File: src/rtl/mesi_crs_pkg.sv
// Shared types and codes for the MESI cache request side.
// Holds the input/output word structs, line state and bus request codes.
// No dependencies.
`default_nettype none
package mesi_crs_pkg;

    localparam int DEF_WAYS         = 2;
    localparam int DEF_SETS         = 64;
    localparam int DEF_OFFSET_WIDTH = 5;
    localparam int DEF_COUNT_WIDTH  = 16;

    localparam logic [1:0] ST_I = 2'd0;
    localparam logic [1:0] ST_S = 2'd1;
    localparam logic [1:0] ST_E = 2'd2;
    localparam logic [1:0] ST_M = 2'd3;

    localparam logic [1:0] BUS_NONE = 2'd0;
    localparam logic [1:0] BUS_RD   = 2'd1;
    localparam logic [1:0] BUS_RDX  = 2'd2;

    typedef struct packed {
        logic        kind;
        logic [31:0] address;
        logic        held_elsewhere;
    } t_in_word;

    typedef struct packed {
        logic       hit;
        logic [2:0] way_used;
        logic [1:0] bus_request;
        logic [1:0] old_line_state;
        logic [1:0] new_line_state;
    } t_out_word;

endpackage
`default_nettype wire

File: src/rtl/mesi_cache_request_side.sv
// MESI cache request side top level: address split, control and output register.
// Accepts a new access only when idle, so one access is in flight at a time; a stalled output
// keeps the lookup state. This follows from the read-modify-write of one set row in the set memory.
// Reset: synchronous; a clearing pass then writes every set row with the input stalled.
// Depends on mesi_crs_pkg, mesi_crs_array, mesi_crs_update.
`default_nettype none
module mesi_cache_request_side #(
    parameter int WAYS         = mesi_crs_pkg::DEF_WAYS,
    parameter int SETS         = mesi_crs_pkg::DEF_SETS,
    parameter int OFFSET_WIDTH = mesi_crs_pkg::DEF_OFFSET_WIDTH,
    parameter int COUNT_WIDTH  = mesi_crs_pkg::DEF_COUNT_WIDTH
) (
    input  wire logic                    i_clk,
    input  wire logic                    i_rst_n,
    input  wire logic                    i_in_valid,
    output      logic                    o_in_stall,
    input  wire mesi_crs_pkg::t_in_word  i_in_word,
    output      logic                    o_out_valid,
    input  wire logic                    i_out_stall,
    output      mesi_crs_pkg::t_out_word o_out_word
);
    import mesi_crs_pkg::*;

    localparam int IDX_W   = $clog2(SETS);
    localparam int SET_W   = (IDX_W > 0) ? IDX_W : 1;
    localparam int TAG_W   = 32 - OFFSET_WIDTH - IDX_W;
    localparam int ENTRY_W = 2 + TAG_W + COUNT_WIDTH;
    localparam int ROW_W   = WAYS * ENTRY_W;
    localparam logic [31:0] IDX_MASK = (32'd1 << IDX_W) - 32'd1;
    localparam logic [31:0] SETS32   = 32'(SETS);
    localparam logic [SET_W-1:0] LAST_SET = SET_W'(SETS - 1);

    localparam logic [1:0] S_CLEAR = 2'd0;
    localparam logic [1:0] S_IDLE  = 2'd1;
    localparam logic [1:0] S_LOOK  = 2'd2;

    logic [1:0]       r_state, n_state;
    logic [SET_W-1:0] r_clr_set;
    logic             r_kind;
    logic             r_held;
    logic [TAG_W-1:0] r_tag;
    logic [SET_W-1:0] r_set;
    logic             r_out_valid;
    t_out_word        r_out_word;

    logic [31:0]      field32;
    logic [31:0]      set32;
    logic [31:0]      tag32;
    logic [SET_W-1:0] in_set;
    logic             accept;
    logic             out_free;
    logic             finish;
    logic [ROW_W-1:0] rd_row;
    logic [ROW_W-1:0] new_row;
    t_out_word        upd_word;
    logic             wr_en;
    logic [SET_W-1:0] wr_addr;
    logic [ROW_W-1:0] wr_data;

    always_comb begin
        field32 = (i_in_word.address >> OFFSET_WIDTH) & IDX_MASK;
        set32   = (field32 >= SETS32) ? field32 - SETS32 : field32;
        in_set  = set32[SET_W-1:0];
        tag32   = i_in_word.address >> (OFFSET_WIDTH + IDX_W);
    end

    assign o_in_stall = (r_state != S_IDLE);
    assign accept     = i_in_valid && (r_state == S_IDLE);
    assign out_free   = !r_out_valid || !i_out_stall;
    assign finish     = (r_state == S_LOOK) && out_free;

    always_comb begin
        n_state = r_state;
        case (r_state)
            S_CLEAR: begin
                if (r_clr_set == LAST_SET) begin
                    n_state = S_IDLE;
                end
            end
            S_IDLE: begin
                if (accept) begin
                    n_state = S_LOOK;
                end
            end
            S_LOOK: begin
                if (out_free) begin
                    n_state = S_IDLE;
                end
            end
            default: n_state = S_CLEAR;
        endcase
    end

    always_ff @(posedge i_clk) begin
        if (!i_rst_n) begin
            r_state     <= S_CLEAR;
            r_clr_set   <= '0;
            r_out_valid <= 1'b0;
        end else begin
            r_state <= n_state;
            if (r_state == S_CLEAR) begin
                r_clr_set <= r_clr_set + 1'b1;
            end
            if (finish) begin
                r_out_valid <= 1'b1;
            end else if (!i_out_stall) begin
                r_out_valid <= 1'b0;
            end
        end
    end

    always_ff @(posedge i_clk) begin
        if (accept) begin
            r_kind <= i_in_word.kind;
            r_held <= i_in_word.held_elsewhere;
            r_tag  <= tag32[TAG_W-1:0];
            r_set  <= in_set;
        end
        if (finish) begin
            r_out_word <= upd_word;
        end
    end

    always_comb begin
        wr_en   = finish || (r_state == S_CLEAR);
        wr_addr = (r_state == S_CLEAR) ? r_clr_set : r_set;
        wr_data = (r_state == S_CLEAR) ? '0 : new_row;
    end

    mesi_crs_array #(
        .SETS  (SETS),
        .SET_W (SET_W),
        .ROW_W (ROW_W)
    ) u_array (
        .i_clk     (i_clk),
        .i_rd_en   (accept),
        .i_rd_addr (in_set),
        .o_rd_data (rd_row),
        .i_wr_en   (wr_en),
        .i_wr_addr (wr_addr),
        .i_wr_data (wr_data)
    );

    mesi_crs_update #(
        .WAYS        (WAYS),
        .TAG_W       (TAG_W),
        .COUNT_WIDTH (COUNT_WIDTH),
        .ROW_W       (ROW_W)
    ) u_update (
        .i_kind           (r_kind),
        .i_held_elsewhere (r_held),
        .i_tag            (r_tag),
        .i_row            (rd_row),
        .o_row            (new_row),
        .o_word           (upd_word)
    );

    assign o_out_valid = r_out_valid;
    assign o_out_word  = r_out_word;

endmodule
`default_nettype wire

File: src/rtl/mesi_crs_array.sv
// Set memory: one row per set holding state, tag and use count of every way.
// Synchronous write, registered read. No package use.
`default_nettype none
module mesi_crs_array #(
    parameter int SETS  = 64,
    parameter int SET_W = 6,
    parameter int ROW_W = 78
) (
    input  wire logic             i_clk,
    input  wire logic             i_rd_en,
    input  wire logic [SET_W-1:0] i_rd_addr,
    output      logic [ROW_W-1:0] o_rd_data,
    input  wire logic             i_wr_en,
    input  wire logic [SET_W-1:0] i_wr_addr,
    input  wire logic [ROW_W-1:0] i_wr_data
);

    logic [ROW_W-1:0] mem [SETS];
    logic [ROW_W-1:0] r_rd_data;

    always_ff @(posedge i_clk) begin
        if (i_wr_en) begin
            mem[i_wr_addr] <= i_wr_data;
        end
    end

    always_ff @(posedge i_clk) begin
        if (i_rd_en) begin
            r_rd_data <= mem[i_rd_addr];
        end
    end

    assign o_rd_data = r_rd_data;

endmodule
`default_nettype wire

File: src/rtl/mesi_crs_update.sv
// Lookup and update of one set row: hit search, victim choice, MESI transition.
// Depends on mesi_crs_pkg for state/bus codes and the output word struct.
`default_nettype none
module mesi_crs_update #(
    parameter int WAYS        = 2,
    parameter int TAG_W       = 21,
    parameter int COUNT_WIDTH = 16,
    parameter int ROW_W       = 78
) (
    input  wire logic                   i_kind,
    input  wire logic                   i_held_elsewhere,
    input  wire logic [TAG_W-1:0]       i_tag,
    input  wire logic [ROW_W-1:0]       i_row,
    output      logic [ROW_W-1:0]       o_row,
    output      mesi_crs_pkg::t_out_word o_word
);
    import mesi_crs_pkg::*;

    localparam int ENTRY_W = 2 + TAG_W + COUNT_WIDTH;
    localparam int WAY_W   = (WAYS > 1) ? $clog2(WAYS) : 1;

    logic [1:0]             st   [WAYS];
    logic [TAG_W-1:0]       tg   [WAYS];
    logic [COUNT_WIDTH-1:0] cnt  [WAYS];
    logic                   hit;
    logic [WAY_W-1:0]       hit_way;
    logic [WAY_W-1:0]       vic_way;
    logic [COUNT_WIDTH-1:0] vic_cnt;
    logic [WAY_W-1:0]       way;
    logic [1:0]             old_st;
    logic [1:0]             new_st;
    logic [1:0]             bus;
    logic [COUNT_WIDTH-1:0] new_cnt;

    always_comb begin
        for (int w = 0; w < WAYS; w++) begin
            st[w]  = i_row[w*ENTRY_W + TAG_W + COUNT_WIDTH +: 2];
            tg[w]  = i_row[w*ENTRY_W + COUNT_WIDTH +: TAG_W];
            cnt[w] = i_row[w*ENTRY_W +: COUNT_WIDTH];
        end
    end

    always_comb begin
        hit     = 1'b0;
        hit_way = '0;
        for (int w = WAYS - 1; w >= 0; w--) begin
            if (st[w] != ST_I && tg[w] == i_tag) begin
                hit     = 1'b1;
                hit_way = WAY_W'(w);
            end
        end
    end

    always_comb begin
        vic_way = '0;
        vic_cnt = cnt[0];
        for (int w = 1; w < WAYS; w++) begin
            if (cnt[w] < vic_cnt) begin
                vic_way = WAY_W'(w);
                vic_cnt = cnt[w];
            end
        end
    end

    always_comb begin
        way     = hit ? hit_way : vic_way;
        old_st  = ST_I;
        new_st  = ST_I;
        bus     = BUS_NONE;
        new_cnt = '0;
        if (hit) begin
            old_st  = st[hit_way];
            new_st  = old_st;
            new_cnt = (cnt[hit_way] == {COUNT_WIDTH{1'b1}}) ? cnt[hit_way]
                                                            : cnt[hit_way] + 1'b1;
            if (i_kind) begin
                new_st = ST_M;
                if (old_st == ST_S) begin
                    bus = BUS_RDX;
                end
            end
        end else if (i_kind) begin
            bus    = BUS_RDX;
            new_st = ST_M;
        end else begin
            bus    = BUS_RD;
            new_st = i_held_elsewhere ? ST_S : ST_E;
        end
    end

    always_comb begin
        o_row = i_row;
        for (int w = 0; w < WAYS; w++) begin
            if (WAY_W'(w) == way) begin
                o_row[w*ENTRY_W +: ENTRY_W] = {new_st, i_tag, new_cnt};
                if (hit) begin
                    o_row[w*ENTRY_W + COUNT_WIDTH +: TAG_W] = tg[w];
                end
            end
        end
    end

    always_comb begin
        o_word.hit            = hit;
        o_word.way_used       = 3'(way);
        o_word.bus_request    = bus;
        o_word.old_line_state = old_st;
        o_word.new_line_state = new_st;
    end

endmodule
`default_nettype wire

File: config.mk
export PLATFORM = sky130hd
export DESIGN_NAME = mesi_cache_request_side
export DESIGN_NICKNAME = d
export VERILOG_FILES = /design/src/rtl/mesi_crs_pkg.sv /design/src/rtl/mesi_cache_request_side.sv /design/src/rtl/mesi_crs_array.sv /design/src/rtl/mesi_crs_update.sv
export SDC_FILE = /design/constraint.sdc
export NUM_CORES = 2
export LEC_CHECK = 0
export BUFFER_PORTS_ARGS = -buffer_cell sky130_fd_sc_hd__buf_2
export CORE_MARGIN = 1.5
export CORE_UTILIZATION = 59
export CTS_CLUSTER_SIZE = 20
export DETAILED_ROUTE_END_ITERATION = 10
export HOLD_SLACK_MARGIN = 0.05
export PLACE_DENSITY = 0.75
export SYNTH_ARGS = -nofsm -noshare
export SYNTH_HDL_FRONTEND = slang
export SYNTH_MEMORY_MAX_BITS = 65536
export SYNTH_SLANG_ARGS = --single-unit
export TNS_END_PERCENT = 30
File: constraint.sdc
create_clock -name i_clk -period 22.4 [get_ports i_clk]
set_input_delay 1.12 -clock i_clk [delete_from_list [all_inputs] [get_ports i_clk]]
set_output_delay 1.12 -clock i_clk [all_outputs]
set_load 0.05 [all_outputs]
==> metrics.csv <==
metric,value,unit
Sink Count,5116,
gpl congestion,0.887,
post-synth top area cell,edfxtp_1,
H-tree Lvls,5,
crit-path max cell delay,1.03,ns
drt initial violations,17400,
total number of vias,96000,
final hold vios,0,
antenna-violating nets left,0,
Final nets,8194,
"top cells by area, synth","edfxtp_1, mux4_2, clkbuf_1, nor2_1, mux2i_1",
Syn Area/Cell,25.2,um^2
Max Buffers Root-to-Sink,4,
DRC viols,0,
post-CTS sizing,0,
GRT Util Overall,0.334,
worst-path fanout max,64,
"Req. time, crit path",23.14,ns
Clock Tree Root,clkbuf_16,
placed insts,12000,
hold buffer count at cts,0,
PortBufs,42,
Max Clk Rate,145,MHz
hold_sp,i_in_word[33],
global-route wire length before repair,761000,um
initial antenna violation count,16,
critical path class,register to register,
Final setup viols,0,
r2r endpoint,u_array.mem[48][43],
Worst Hold End,r_kind,
io pins,50,
Area Overhead vs Synth,11.6,%
pwr/cell area,87.6,nW/um^2
chip width,579,um
sequential fraction of the synthesis area,0.785,
Post-Syn Area,196000,um^2
worst slack at placement,14.54,ns
Lkg Pwr,72.5,nW
Tmin final,6.90,ns
CP max stage cell,xnor2_1,
wire per inst,42.9,um
Worst EP arrival,7.64,ns
vias per inst,7.43,
Seq cells post-synth,5116,
setup bufs post-CTS,0,
# Max-Cap Violations,0,
Clock transition at path regs,0.06,ns
cell count of the worst hold path,1,
"Clk Latency, worst-skew pair",1.06,ns
prevailing post-synth register cell,edfxtp_1,
maximum VDD drop,0.0000780,V
R2R depth,15,
Worst Skew,0.0655,ns
Post-DP HPWL,255000,um
Worst Slack Setup Final,15.50,ns
Die Y,579,um
crit path cell chain,xnor2_1 -> nand4_1 -> or4_1 -> o211ai_4 -> nand2_1 -> nand2_1 -> ha_1 -> inv_1 -> or4_1 -> or2_2 -> and4_1 -> mux2i_1 -> nand3_1 -> a31oi_4 -> buf_4,
core area,330000,um^2
largest net degree at the start of global routing,149,
die area,335000,um^2
Initial Util,0.592,
Syn Inst Count,7754,
first-pass iteration count of the detailed router,5,
R2R setup slack,15.50,ns
min-delay worst type,input pin to register,
Core Rows,211,
RR Startpoint,r_tag[10],
nature of the critical path endpoint,register,
non-filler cells in the finished layout,12900,
RSZ-0062 raised after global routing,no,
layout cells sized above 1,0.324,
Max Transition Viols Final,0,
startpoint type of the worst setup path,register,
vias in the first global route,95500,
setup TNS,0,ns
Slew HR,0.0647,
total CTS buffers,471,
WL final,555000,um
post-synth cell types,62,
Slew @ Worst Pin,1.40,ns
share of the synthesized area in the top cell type,0.784,
CTS tree,yes,
status,completed,
Final period util,0.308,
total global routing overflow,0,
YS warnings,0,
Critical Path Source,r_tag[10],
ys async rst share,0,
"EDFF count, synth",5107,
layer usage:
metal,track usage,share of wire,up-vias
met5,0,0.00012,-
met4,0.162,0.055,10
met3,0.0805,0.13,1573
met2,0.531,0.48,9014
met1,0.441,0.33,50700
li1,-,-,34700
stage by stage:
stage	util	hold slack (ns)	cell area, um^2	power (mW)
final	0.661	0.265	218000	19.1
after global routing	0.661	0.268	218000	19.5
after CTS	0.660	0.250	218000	19.1
after detailed placement	0.615	0.516	203000	11.3
after global placement	0.615	0.530	203000	11.3
after floorplan	-	0.481	196000	11.1
cell usage after synthesis (6+ instances only):
master / n
edfxtp_1: 5107
mux4_2: 1638
clkbuf_1: 276
nor2_1: 139
buf_1: 105
nand2_1: 66
mux2i_1: 50
xnor2_1: 42
nand3_1: 34
o21ai_0: 29
inv_1: 27
nand4_1: 24
a21oi_1: 23
ha_1: 17
nor3_1: 13
or4_1: 11
nor4_1: 10
or3_1: 10
dfxtp_1: 9
buf_2: 8
xor2_1: 8
a211oi_1: 7
nand2b_1: 7
o211ai_1: 7
o21a_1: 7
and3_1: 6
or2_2: 6
registers in the layout, summed over array words and instances, names as in the netlist:
signal / cells
u_array.o_rd_data: 78
o_out_valid: 1
r_tag: 21
o_out_word: 8
r_clr_set: 6
r_state: 2
r_kind: 1
r_set: 6
r_held: 1
u_array.mem: 4992
final cells by class:
class	count	area, um^2
antenna	15	37.5
clock buffer	557	12300
inverter	27	101
clock inverter	318	2800
tap	4366	5460
fill	19300	112000
timing repair buffer	303	2420
sequential	5116	154000
multi-input combinational	2220	41600
placed cells by master, fill, tap and decap left out, types with 6 or more instances in the layout:
cell type | synthesis | final
nand2_1 | 66 | 66
nor2_4 | 0 | 103
o211ai_1 | 7 | 7
a21oi_4 | 0 | 11
clkinv_1 | 0 | 123
inv_1 | 27 | 27
xor2_1 | 8 | 8
inv_6 | 0 | 11
nor4_1 | 10 | 9
nand3_1 | 34 | 31
buf_2 | 8 | 36
and3_1 | 6 | 6
mux4_2 | 1638 | 1638
nor2_1 | 139 | 31
xnor2_1 | 42 | 42
clkinvlp_4 | 0 | 19
or4_1 | 11 | 11
nor3_1 | 13 | 10
o21a_1 | 7 | 6
mux2i_1 | 50 | 50
nand4_1 | 24 | 24
nand2b_1 | 7 | 7
buf_12 | 0 | 15
clkbuf_16 | 0 | 479
a21oi_1 | 23 | 12
buf_4 | 2 | 247
o21ai_0 | 29 | 29
or3_1 | 10 | 10
bufinv_16 | 0 | 42
ha_1 | 17 | 17
diode_2 | 0 | 15
edfxtp_1 | 5107 | 5107
dfxtp_1 | 9 | 9
or2_2 | 6 | 6
inv_16 | 0 | 8
clkbuf_1 | 276 | 77
clkinv_2 | 0 | 105
cells by family after synthesis:
group	synth area share
muxes	0.191
AOI/OAI and AO/OA	0.00361
other	0.0000192
and+or+nand+nor	0.00879
adders and majority gates	0.00109
buffers and inverters	0.00817
xor gates and xnor gates	0.00224
DFF	0.785
power by group:
group,total (mW),switching [mW],internal [mW]
Clock,7.97,3.57,4.40
Sequential,10.4,0.0155,10.4
Combinational,0.693,0.370,0.322
Total,19.1,3.96,15.2
how the worst max path moves through the flow:
| stage | endpoint |
|---|---|
| 4_1_cts | u_array.o_rd_data[24] |
| 5_1_grt | u_array.o_rd_data[24] |
| 3_5_place_dp | u_array.o_rd_data[24] |
| 6_report | u_array.mem[48][43] |
| 2_1_floorplan | u_array.mem[0][4] |
| 3_3_place_gp | u_array.o_rd_data[65] |
critical path: cells and delay by family, from the launching register on:
family	cells	cell delay [ns]
buffers and inverters	2	0.72
AO/OA/AOI/OAI	2	0.83
multiplexers	1	0.44
adder cells (fa/ha/maj)	1	0.35
AND/OR/NAND/NOR	8	2.60
XOR/XNOR	1	1.03
flip-flops	1	0.53
(Power assumes the default switching activity.)
